<file path="src/hdl/brbw_pkg.sv">
// ----------------------------------------------------------------------------
// brbw_pkg
// Shared widths, operation codes and controller/datapath interface types
// for the byte ring buffer with word push.
// ----------------------------------------------------------------------------
package brbw_pkg;

  localparam int OP_W       = 3;
  localparam int WORD_W     = 32;
  localparam int COUNT_W    = 12;
  localparam int WORD_BYTES = 4;

  localparam logic [OP_W-1:0] OP_PUSH    = 3'd0;
  localparam logic [OP_W-1:0] OP_CONSUME = 3'd1;
  localparam logic [OP_W-1:0] OP_PRODUCE = 3'd2;
  localparam logic [OP_W-1:0] OP_CLEAR   = 3'd3;
  localparam logic [OP_W-1:0] OP_QUERY   = 3'd4;

  typedef struct packed {
    logic       load;
    logic       rd_en;
    logic       reduce;
    logic       wr_en;
    logic       update;
    logic       result;
    logic [1:0] idx;
  } cmd_t;

  typedef struct packed {
    logic push_ok;
  } sts_t;

endpackage

</file>
<file path="src/hdl/brbw_ctrl.sv">
// ----------------------------------------------------------------------------
// brbw_ctrl
// Sequencer: head read, count reduction, push write, pointer update, result.
// ----------------------------------------------------------------------------
module brbw_ctrl #(
  parameter int RED_STEPS = 1
) (
  input  logic           clk,
  input  logic           rst_n,
  input  logic           start,
  output logic           busy,
  output logic           out_valid,
  output brbw_pkg::cmd_t cmd,
  input  brbw_pkg::sts_t sts
);

  localparam int CNT_MAX = (RED_STEPS > brbw_pkg::WORD_BYTES) ?
                           RED_STEPS : brbw_pkg::WORD_BYTES;
  localparam int CNTW    = (CNT_MAX > 2) ? $clog2(CNT_MAX) : 1;

  localparam logic [CNTW-1:0] LAST_BYTE = CNTW'(brbw_pkg::WORD_BYTES - 1);
  localparam logic [CNTW-1:0] LAST_RED  = CNTW'(RED_STEPS - 1);

  localparam logic [2:0] S_IDLE   = 3'd0;
  localparam logic [2:0] S_READ   = 3'd1;
  localparam logic [2:0] S_RWAIT  = 3'd2;
  localparam logic [2:0] S_REDUCE = 3'd3;
  localparam logic [2:0] S_WRITE  = 3'd4;
  localparam logic [2:0] S_UPDATE = 3'd5;
  localparam logic [2:0] S_RESULT = 3'd6;

  logic [2:0]      state_r, state_nxt;
  logic [CNTW-1:0] cnt_r, cnt_nxt;
  logic            valid_r;

  always_comb begin
    state_nxt = state_r;
    cnt_nxt   = cnt_r;
    cmd       = '0;
    cmd.idx   = cnt_r[1:0];
    unique case (state_r)
      S_IDLE: begin
        if (start) begin
          cmd.load  = 1'b1;
          cnt_nxt   = '0;
          state_nxt = S_READ;
        end
      end
      S_READ: begin
        cmd.rd_en = 1'b1;
        if (cnt_r == LAST_BYTE) begin
          cnt_nxt   = '0;
          state_nxt = S_RWAIT;
        end else begin
          cnt_nxt = cnt_r + 1'b1;
        end
      end
      S_RWAIT: begin
        state_nxt = S_REDUCE;
      end
      S_REDUCE: begin
        cmd.reduce = 1'b1;
        if (cnt_r == LAST_RED) begin
          cnt_nxt   = '0;
          state_nxt = sts.push_ok ? S_WRITE : S_UPDATE;
        end else begin
          cnt_nxt = cnt_r + 1'b1;
        end
      end
      S_WRITE: begin
        cmd.wr_en = 1'b1;
        if (cnt_r == LAST_BYTE) begin
          cnt_nxt   = '0;
          state_nxt = S_UPDATE;
        end else begin
          cnt_nxt = cnt_r + 1'b1;
        end
      end
      S_UPDATE: begin
        cmd.update = 1'b1;
        state_nxt  = S_RESULT;
      end
      S_RESULT: begin
        cmd.result = 1'b1;
        state_nxt  = S_IDLE;
      end
      default: begin
        state_nxt = S_IDLE;
      end
    endcase
  end

  always_ff @(posedge clk) begin
    if (!rst_n) begin
      state_r <= S_IDLE;
      cnt_r   <= '0;
      valid_r <= 1'b0;
    end else begin
      state_r <= state_nxt;
      cnt_r   <= cnt_nxt;
      valid_r <= (state_r == S_RESULT);
    end
  end

  assign busy      = (state_r != S_IDLE);
  assign out_valid = valid_r;

  a_accept_busy: assert property (@(posedge clk) disable iff (!rst_n)
    start && !busy |=> busy)
    else $error("accepted word did not start the sequence");

  a_valid_idle: assert property (@(posedge clk) disable iff (!rst_n)
    out_valid |-> !busy)
    else $error("result strobe while sequence still running");

  a_valid_single: assert property (@(posedge clk) disable iff (!rst_n)
    out_valid |=> !out_valid)
    else $error("result strobe longer than one cycle");

  a_write_ok: assert property (@(posedge clk) disable iff (!rst_n)
    cmd.wr_en |-> sts.push_ok)
    else $error("byte write without an accepted push");

endmodule

</file>
<file path="config.mk">
export PLATFORM = sky130hd
export DESIGN_NAME = brbw_ctrl
export DESIGN_NICKNAME = d
export VERILOG_FILES = /design/src/hdl/brbw_pkg.sv /design/src/hdl/brbw_ctrl.sv
export SDC_FILE = /design/constraint.sdc
export NUM_CORES = 1
export LEC_CHECK = 0
export BUFFER_PORTS_ARGS = -buffer_cell sky130_fd_sc_hd__buf_2
export CAP_MARGIN = 5
export CORE_AREA = 4 4 41 43
export CTS_CLUSTER_SIZE = 40
export DETAILED_ROUTE_END_ITERATION = 10
export DIE_AREA = 0 0 45 47
export HOLD_SLACK_MARGIN = 0.03
export PLACE_DENSITY_LB_ADDON = 0.3
export SYNTH_ARGS = -nofsm -noshare
export SYNTH_HDL_FRONTEND = slang
export SYNTH_SLANG_ARGS = --single-unit
</file>
<file path="constraint.sdc">
create_clock -name clk -period 1.76 [get_ports clk]
set_input_delay 0.088 -clock clk [delete_from_list [all_inputs] [get_ports clk]]
set_output_delay 0.088 -clock clk [all_outputs]
set_load 0.005 [all_outputs]
</file>
# Yosys cells after proc, flatten, opt, wreduce, memory -nomap -nowiden
# Index checks and enable logic that the tools add are counted.
totals:
  ff_bits: 6
  inputBits: 4
op_classes:
  add_sub_neg: 1
  eq_ne: 11
  muxes: 17
  n_reduce_logical: 7
op_table:
  columns: ["op", "n"]
  rows:
  - ["3-bit one-hot mux with 6 select lines", 1]
  - ["3-bit 2-to-1 mux", 4]
  - ["3-bit == test, second input constant", 3]
  - ["1-bit 2-to-1 mux", 8]
  - ["2-bit != test, second input constant", 4]
  - ["3-bit by 2-bit == test with 1-bit output, second input constant", 2]
  - ["2-bit 2-to-1 mux", 3]
  - ["2-bit one-hot mux with 3 select lines", 1]
  - ["3-bit nonzero test", 2]
  - ["4-bit AND reduction", 1]
  - ["3-bit by 1-bit == test with 1-bit output, second input constant", 1]
  - ["3-bit zero test", 1]
  - ["2-bit by 1-bit adder with 2-bit output, second input constant", 1]
  - ["2-bit == test, second input constant", 1]
  - ["2-bit zero test", 1]
  - ["2-bit AND reduction", 1]
  - ["2-bit OR reduction", 1]

# Depth between registers and ports, before layout
# Gate-level depths: netlist of run 1.
depth:
  depth_word: 4
  mapped_depth: 5

# Worst setup path before layout of run 1
# Ideal clock, no wire load.
synth_path:
  path_kind: "reg2reg"
  from: "register cnt_r[0]"
  to: "register cnt_r[1]"
  arrival_time_ns: 1.218
  path_slack_ns: 0.426
  stages_incl_launch_ff: 5
  path_cell_list: "dfxtp_1 > inv_1 > ha_1 > a221o_1 > and3_1"
synth_between:
  elab_chain_cells: 3
  word_cells_on_any_way: 6
  classes_between: "add/sub: 1; eq/ne: 1; mux: 3; reduce/logical: 1"
synth_lines:
  columns: ["item", "line", "source"]
  rows:
  - ["from (decl)", "brbw_ctrl.sv:33", "logic [CNTW-1:0] cnt_r, cnt_nxt;"]
  - ["from (signal assigned)", "brbw_ctrl.sv:100", "cnt_r <= cnt_nxt;"]
  - ["2-bit by 1-bit adder with 2-bit output (tied with other cells)", "brbw_ctrl.sv:55, brbw_ctrl.sv:67, brbw_ctrl.sv:76", null]
  - ["2-bit 2-to-1 mux (on tied branches)", "brbw_ctrl.sv:51, brbw_ctrl.sv:72, brbw_ctrl.sv:63", null]
  - ["2-bit one-hot mux with 3 select lines *", "brbw_ctrl.sv:41", "unique case (state_r)"]
# Mark *: on every way between the ends. The rest lies on a longest branch, timed or not.
# A chain may end at the register's enable or synchronous reset.

==> results of run 1 <==
==> path summary, 6_finish.rpt <==
| kind | start | to | slack [ns] | depth (start not counted) |
|---|---|---|---|---|
| worst max-delay path | state_r[2] | cmd[2] | 0.31 | 3 |
| worst min-delay path | rst_n | state_r[2] | 0.13 | 2 |
| worst max register to register | cnt_r[0] | cnt_r[1] | 0.34 | 4 |
| worst min register to register | state_r[1] | state_r[1] | 0.59 | 2 |
==> through the flow <==
stage	area, um2	setup WS (ns)
floorplan	429	0.426
global placement	500	0.391
detailed placement	500	0.370
CTS	523	0.290
global route	523	0.202
finish	523	0.306
==> area by class of cell <==
cell class / count / area, um2 / area share
inverter: 5 / 21.3 / 0.0407
sequential: 6 / 120 / 0.230
clock buffer: 3 / 22.5 / 0.0431
multi-input combinational: 37 / 268 / 0.512
timing repair buffer: 14 / 72.6 / 0.139
tap: 15 / 18.8 / 0.0359
==> critical path: stages (launching register included) <==
cell,delay (ns)
dfxtp_1,0.56
nor2b_1,0.30
and2_1,0.16
buf_2,0.10
==> routing by layer <==
metal	wire length (um)	share of wire	up-vias	track usage
li1	-	-	210	-
met1	407	0.44	180	0.115
met2	436	0.47	12	0.178
met3	79	0.085	2	0.0421
met4	8	0.0086	0	0.0526
met5	0	0	-	0
==> registers in the layout, indices dropped and copies added (netlist names) <==
signal     count
out_valid      1
cnt_r          2
state_r        3
==> cells by family (layout without fill, tap and decap cells) <==
logic type	count (synthesis)	in the layout	share of synthesized area
multiplexers	2	2	0.0583
adder cells (fa/ha/maj)	3	3	0.0875
AND/OR/NAND/NOR	21	21	0.259
AO/OA/AOI/OAI	11	11	0.219
buffers and inverters	8	22	0.0962
flip-flops	6	6	0.280
==> power by group through the flow <==
stage	Sequential (W)	Clock, W	Combinational [W]
2_1_floorplan	0.000151	0	0.0000420
3_3_place_gp	0.000157	0	0.0000571
3_5_place_dp	0.000157	0	0.0000576
4_1_cts	0.000154	0.000129	0.0000592
5_1_grt	0.000156	0.000136	0.0000658
6_report	0.000154	0.000128	0.0000580
==> synthesized netlist by cell type <==
cell and instances:
nand2_1 4, nand2b_1 2, nor2_1 4, and2_2 1
a222oi_1 1, and2_1 2, nor3_1 2, buf_4 2
o221ai_2 1, a21boi_0 1, nor3b_1 1, o21a_1 1
dfxtp_1 6, nor2b_1 2, inv_4 1, ha_1 3
inv_1 4, o211ai_1 1, o21bai_1 1, o2111a_1 1
or3_1 1, a221o_1 1, a21oi_1 2, mux2i_1 1
and3_1 2, buf_2 1, a211oi_1 1, mux2_4 1
==> flow_summary.json, run 1 <==
{
  "status": "finished, final reports clean",
  "fmax_ghz": 0.688,
  "drtAntennaViolNets": 0,
  "drc": 0,
  "fin_crit_ns": 1.45,
  "synth.avg_cell_area_um2": 8.41,
  "dp_hpwl_um": 689,
  "hold_path.class": "in -> reg",
  "power.switching_w": 0.0000907,
  "grt_overflow": 0,
  "clk-insertion-delay-late_ns": 0.24,
  "drive_above_1_share": 0.323,
  "die_area_mm2": 0.00212,
  "finalNonFillerCells": 80,
  "synth_area_leader_cell": "dfxtp_1",
  "place.gp.congestion": 0.693,
  "clockBufferDepth": 2,
  "max_slew_margin": 0.728,
  "path_max_fanout": 13,
  "skew_ns": 0.00127,
  "cts-root-buf": "clkbuf_4",
  "critPathRequiredTime_ns": 1.67,
  "p_leak_nw": 0.246,
  "yosysUniqueCellTypes": 28,
  "num_vias": 404,
  "io_pins": 14,
  "power_w": 0.000340,
  "syn_area_um2": 429,
  "cts_setup_buffers": 0,
  "syn_inst": 51,
  "vias_per_cell": 5.05,
  "h-tree-depth": 1,
  "yosys.area.top_type_share": 0.280,
  "grt_usage": 0.105,
  "cts_tree": "done",
  "die_h_um": 47,
  "final_common_cell": "buf_2",
  "cts_buffers": 3,
  "cap_violations": 0,
  "p_int_w": 0.000250,
  "core_area_mm2": 0.00130,
  "fillers": 140,
  "ys_ff_latch": 6,
  "grt_max_degree": 14,
  "power.share.sequential": 0.454,
  "setup-violations-final": 0,
  "finalHoldViolCount": 0,
  "cts-resized-gates": 0,
  "syn-num-nets": 58,
  "most-common-layout-cells": "buf_2, dfxtp_1, nor2_1, inv_1, nand2_1",
  "clk_pin_slew_ns": 0.05,
  "powerDensity_mw_per_mm2": 651,
  "end_kind": "primary output",
  "rsz0062_at_grt": "no",
  "grt_antenna_before_repair": 0,
  "finalWirelength_um": 932,
  "clkPwrFrac": 0.376,
  "clkSinkCount": 6,
  "grt_pass1_wl_um": 1600,
  "power.share.switching": 0.267,
  "initial_utilization": 0.330,
  "diodes": 0,
  "worst-setup-path-type": "reg -> out",
  "hold_buffers": 0,
  "io_buffers": 13,
  "fp-row-count": 13,
  "synthToLayoutAreaGrowth_pct": 21.9,
  "drtIter0Drc": 6,
  "synth_area_leaders": "dfxtp_1, ha_1, buf_4",
  "fin_nets": 74,
  "die_w_um": 45,
  "finalMaxSlewViolations": 0,
  "fin_tns_setup_ns": 0,
  "hold-worst-slack_ns": 0.127,
  "utilization": 0.402,
  "numPlacedInstances": 77,
  "comb_power_share": 0.170,
  "arrival_ns": 1.37,
  "vdd_drop_max_mv": 0.305,
  "ys_seq_area_frac": 0.280,
  "synth_warnings": 0,
  "drtPass1Iterations": 4,
  "start_kind": "register",
  "grt_pass1_vias": 383,
  "tightest_slew_ns": 0.407,
  "min_period_over_period": 0.826,
  "wl_per_cell_um": 11.7
}
No activity file was read; power rests on OpenSTA's default activity.
==> run 2: changes to the inputs <==
--- a/config.mk
+++ b/config.mk
@@ -5,6 +5,7 @@
 export SDC_FILE = /design/constraint.sdc
 export NUM_CORES = 1
 export LEC_CHECK = 0
+export ABC_AREA = 1
 export BUFFER_PORTS_ARGS = -buffer_cell sky130_fd_sc_hd__buf_2
 export CAP_MARGIN = 5
 export CORE_AREA = 4 4 41 43
==> constraint.sdc (replaced) <==
create_clock -name clk -period 1.35 [get_ports clk]
set_input_delay 0.0675 -clock clk [delete_from_list [all_inputs] [get_ports clk]]
set_output_delay 0.0675 -clock clk [all_outputs]
set_load 0.005 [all_outputs]
==> flow_summary.json, run 2 <==
{
  "status": "finished, final reports clean",
  "tightest_slew_ns": 0.225,
  "whs_endpoint": "state_r[0]",
  "place_area_um2": 517,
  "r2r_cells": 10,
  "yosysUniqueCellTypes": 16,
  "synth_xor_area_frac": 0,
  "cts_buffers": 3,
  "io_pins": 14,
  "yosys.area_share.adder": 0.0845,
  "grt_overflow": 0,
  "path_max_fanout": 8,
  "syn-num-nets": 77,
  "most-common-layout-cells": "inv_1, nand2_1, buf_2",
  "finalWirelength_um": 959,
  "clk_pin_slew_ns": 0.04,
  "cts_tree": "done",
  "cp-startpoint": "state_r[0]",
  "die_area_mm2": 0.00212,
  "drc": 0,
  "hold_depth": 3,
  "drtAntennaViolNets": 0,
  "finalHoldViolCount": 0,
  "synthMuxAreaShare": 0,
  "yosys.area.top_type_share": 0.270,
  "grt_pass1_vias": 397,
  "drtIter0Drc": 4,
  "fin_crit_ns": 1.23,
  "ys_seq_area_frac": 0.270,
  "die_h_um": 47,
  "min_period_over_period": 0.909,
  "synthSimpleGateAreaFrac": 0.386,
  "clkSinkCount": 6,
  "wl_per_cell_um": 9.59,
  "cts-resized-gates": 0,
  "cts-root-buf": "clkbuf_4",
  "synth_top_family_by_area": "simple AND/OR/NAND/NOR gates",
  "skew_ns": 0.00218,
  "synthToLayoutAreaGrowth_pct": 22.0,
  "max_slew_margin": 0.850,
  "clockBufferDepth": 2,
  "synth_area_leaders": "dfxtp_1, inv_1, nand2_1",
  "worstReg2RegStart": "cnt_r[0]",
  "critPathRequiredTime_ns": 1.28,
  "drive_above_1_share": 0.341,
  "arrival_ns": 1.16,
  "syn_inst": 70,
  "synth-edff-count": 0,
  "powerDensity_mw_per_mm2": 1810,
  "timing.rr.end": "state_r[0]",
  "setup-violations-final": 0,
  "top_register": "state_r",
  "initial_utilization": 0.341,
  "drtPass1Iterations": 4,
  "synth_area_leader_cell": "dfxtp_1",
  "grt_usage": 0.108,
  "r2r_slack_ns": 0.18,
  "vdd_drop_max_mv": 0.833,
  "syn_area_um2": 444,
  "start_kind": "register",
  "fp-row-count": 13,
  "fmax_ghz": 0.815,
  "dp_hpwl_um": 806,
  "rsz0062_at_grt": "no",
  "place.gp.congestion": 0.752,
  "end_kind": "primary output",
  "fin_nets": 94,
  "synthTopCellsByCount": "inv_1, nand2_1, nor2_1, dfxtp_1",
  "synth_compound_area_frac": 0.0901,
  "synth_warnings": 0,
  "grt_pass1_wl_um": 1630,
  "worst-setup-path-type": "reg -> out",
  "finalMaxSlewViolations": 0,
  "hold_path.class": "in -> reg",
  "cap_violations": 0,
  "final_cell_area_um2": 542,
  "die_w_um": 45,
  "synth_flop_cell": "dfxtp_1",
  "num_vias": 448,
  "largest_register_ffs": 3,
  "io_buffers": 13,
  "register_area_um2": 123,
  "multi_input_area_um2": 249,
  "cts_setup_buffers": 0,
  "async_reset_ff_frac": 0,
  "hold_buffers": 0,
  "ys_ff_latch": 6,
  "grt_max_degree": 10,
  "core_area_mm2": 0.00130,
  "min-delay-start": "rst_n",
  "grt_antenna_before_repair": 0,
  "synth.avg_cell_area_um2": 6.35,
  "diodes": 0,
  "h-tree-depth": 1,
  "p_leak_nw": 0.312,
  "fillers": 154,
  "vias_per_cell": 4.48,
  "clk-insertion-delay-late_ns": 0.24,
  "fin_tns_setup_ns": 0
}
[run 2: cell types whose count changed after synthesis, sizes merged, moves of 2 or more]
cell,before,now
a21oi,2,4
and2,3,0
and3,2,0
inv,5,15
nand2,4,18
nand2b,2,0
nand3,0,5
nor2,4,10
nor2b,2,0
o21ai,0,4
[run 2: stage by stage]
stage / hold slack, ns / total power (W) / instances / setup slack [ns] / util
floorplan: 0.188 / 0.000693 / 70 / 0.238 / -
global placement: 0.318 / 0.000818 / 97 / 0.0857 / 0.397
detailed placement: 0.323 / 0.000831 / 97 / 0.0723 / 0.397
CTS: 0.0668 / 0.00100 / 100 / 0.0166 / 0.414
global route: 0.0752 / 0.00110 / 100 / 0.0440 / 0.416
finish: 0.0728 / 0.000983 / 100 / 0.123 / 0.416
[run 2: kinds of logic after synthesis]
kind of cell | Yosys count
fa+ha+maj | 3
buf+inv | 17
simple gates | 36
flops | 6
compound gates | 8
[run 2: worst max-delay path by stage]
| stage | end | cells after the start |
|---|---|---|
| floorplan | state_r[0] | 10 |
| global placement | state_r[0] | 9 |
| detailed placement | state_r[0] | 9 |
| CTS | cmd[7] | 5 |
| global route | cmd[7] | 5 |
| finish | cmd[7] | 5 |
[run 2: report_power, final]
part | internal [W] | switching (W) | total, W
clock | 0.000100 | 0.0000604 | 0.000161
combinational | 0.000214 | 0.000300 | 0.000514
sequential | 0.000228 | 0.0000800 | 0.000309
total | 0.000543 | 0.000440 | 0.000983
[run 2: metal layers]
metal / part of all wire / global-route usage
met4: 0 / 0.0351
met5: 0 / 0
met1: 0.46 / 0.126
met2: 0.45 / 0.169
met3: 0.091 / 0.0613
[run 2: critical path: stages (launching register included)]
cell     delay (ns)
dfxtp_2        0.36
nor2_2         0.16
nand3_1        0.11
buf_4          0.15
inv_1          0.04
buf_2          0.10
[run 2: cell type report]
type,count,area share
Multi-Input combinational cell,47,0.460
Clock buffer,3,0.0416
Timing Repair Buffer,14,0.134
Sequential cell,6,0.226
Tap cell,15,0.0346
Inverter,15,0.104
==> run 3: changes to the inputs <==
--- a/config.mk
+++ b/config.mk
@@ -8,10 +8,12 @@
 export ABC_AREA = 1
 export BUFFER_PORTS_ARGS = -buffer_cell sky130_fd_sc_hd__buf_2
 export CAP_MARGIN = 5
-export CORE_AREA = 4 4 41 43
+export CELL_PAD_IN_SITES_DETAIL_PLACEMENT = 0
+export CELL_PAD_IN_SITES_GLOBAL_PLACEMENT = 1
+export CORE_MARGIN = 4
+export CORE_UTILIZATION = 31
 export CTS_CLUSTER_SIZE = 40
 export DETAILED_ROUTE_END_ITERATION = 10
-export DIE_AREA = 0 0 45 47
 export HOLD_SLACK_MARGIN = 0.03
 export PLACE_DENSITY_LB_ADDON = 0.3
 export SYNTH_ARGS = -nofsm -noshare
==> flow_summary.json, run 3 (synthesis results as in run 2) <==
{
  "finalMaxSlewViolations": 0,
  "crit_path_max_incr_delay_ns": 0.53,
  "largest_register_ffs": 3,
  "finalWirelength_um": 985,
  "vias_per_cell": 4.54,
  "tightest_slew_ns": 0.361,
  "power_w": 0.00102,
  "min_period_over_period": 0.930,
  "grt_overflow": 0,
  "clk_pin_slew_ns": 0.05,
  "die_w_um": 45.9,
  "place_area_um2": 532,
  "die_h_um": 45.9,
  "rsz0062_at_grt": "no",
  "setup-violations-final": 0,
  "cts-resized-gates": 0,
  "hold_depth": 3,
  "clockBufferDepth": 2,
  "fin_nets": 96,
  "skew_ns": 0.00515,
  "path_delay_family": "flip-flops",
  "r2r_slack_ns": 0.12,
  "critPathMostFrequentCell": "inv_1",
  "hold_path.class": "in -> reg",
  "drc": 0,
  "status": "finished, final reports clean",
  "path_max_fanout": 9,
  "hold_buffers": 0,
  "core_area_mm2": 0.00132,
  "grt_antenna_before_repair": 0,
  "drtAntennaViolNets": 0,
  "drive_above_1_share": 0.333,
  "end_kind": "primary output",
  "diodes": 0,
  "most-common-layout-cells": "inv_1, nand2_1, buf_2",
  "clkSinkCount": 6,
  "numPlacedInstances": 99,
  "start_kind": "register",
  "cts_buffers": 3,
  "worst-setup-path-type": "reg -> out",
  "path_depth": 4,
  "powerDensity_mw_per_mm2": 1850,
  "max_slew_margin": 0.759,
  "vdd_drop_max_mv": 0.795,
  "crit_buf_inv": 3,
  "cap_violations": 0,
  "fmax_ghz": 0.796,
  "fin_tns_setup_ns": 0,
  "final_cell_area_um2": 554,
  "wl_per_cell_um": 9.66,
  "dp_hpwl_um": 828,
  "io_pins": 14,
  "slowest_stage": "dfxtp_1",
  "arrival_ns": 1.19,
  "num_vias": 463,
  "cts-root-buf": "clkbuf_4",
  "grt_max_degree": 10,
  "p_leak_nw": 0.321,
  "cts_tree": "done",
  "critPathRequiredTime_ns": 1.28,
  "clk-insertion-delay-late_ns": 0.25,
  "top_register": "state_r",
  "grt_pass1_vias": 401,
  "r2r_cells": 5,
  "cts_setup_buffers": 0,
  "drtIter0Drc": 5,
  "drtPass1Iterations": 3,
  "die_area_mm2": 0.00210,
  "h-tree-depth": 1,
  "finalNonFillerCells": 102,
  "fin_crit_ns": 1.26,
  "place.gp.congestion": 0.730,
  "fp-row-count": 13,
  "grt_pass1_wl_um": 1660,
  "grt_usage": 0.111,
  "finalHoldViolCount": 0,
  "io_buffers": 13,
  "critical_path.cell_chain": "inv_1, nand3_1, inv_1, buf_2",
  "initial_utilization": 0.337,
  "synthToLayoutAreaGrowth_pct": 24.8
}
## run 3: changes by cell type in the layout (fill, tap and decap cells not counted)
cell	before	now
dfxtp_1	4	6
dfxtp_2	2	0
buf_4	1	3
## run 3: worst paths after layout
path,startpoint,to
worst min register to register,cnt_r[1],cnt_r[1]
worst max register to register,state_r[2],cnt_r[0]
worst min-delay path,rst_n,state_r[0]
worst max-delay path,state_r[2],cmd[7]
## run 3: stage by stage
stage | hold WS, ns | util | setup WS [ns]
floorplan | 0.188 | - | 0.238
global placement | 0.320 | 0.404 | 0.100
detailed placement | 0.323 | 0.404 | 0.147
CTS | 0.0635 | 0.421 | 0.101
global route | 0.0812 | 0.421 | 0.0150
finish | 0.0652 | 0.421 | 0.0943
## run 3: tightest hold or removal path, cell delays in order
cell     delay [ns]
buf_2          0.11
nand2_1        0.06
nor2_1         0.03
## run 3: power by group
group | switching (W) | leakage (nW) | internal, W
logic | 0.000321 | 0.258 | 0.000247
registers | 0.0000631 | 0.0490 | 0.000224
clock network | 0.0000679 | 0.0138 | 0.000101
## run 3: cell type report
cell class / instances / area [um2]
Tap cell: 15 / 18.8
Timing Repair Buffer: 16 / 87.6
Sequential cell: 6 / 120
Multi-Input combinational cell: 47 / 249
Fill cell: 153 / 763
Clock buffer: 3 / 22.5
Inverter: 15 / 56.3
## run 3: metal layers
metal / up-vias / global-route usage / wire length (um)
met5: - / 0 / 0
met4: 0 / 0.0682 / 17
met3: 3 / 0.0237 / 71
met2: 12 / 0.176 / 443
met1: 201 / 0.133 / 453
li1: 247 / - / -
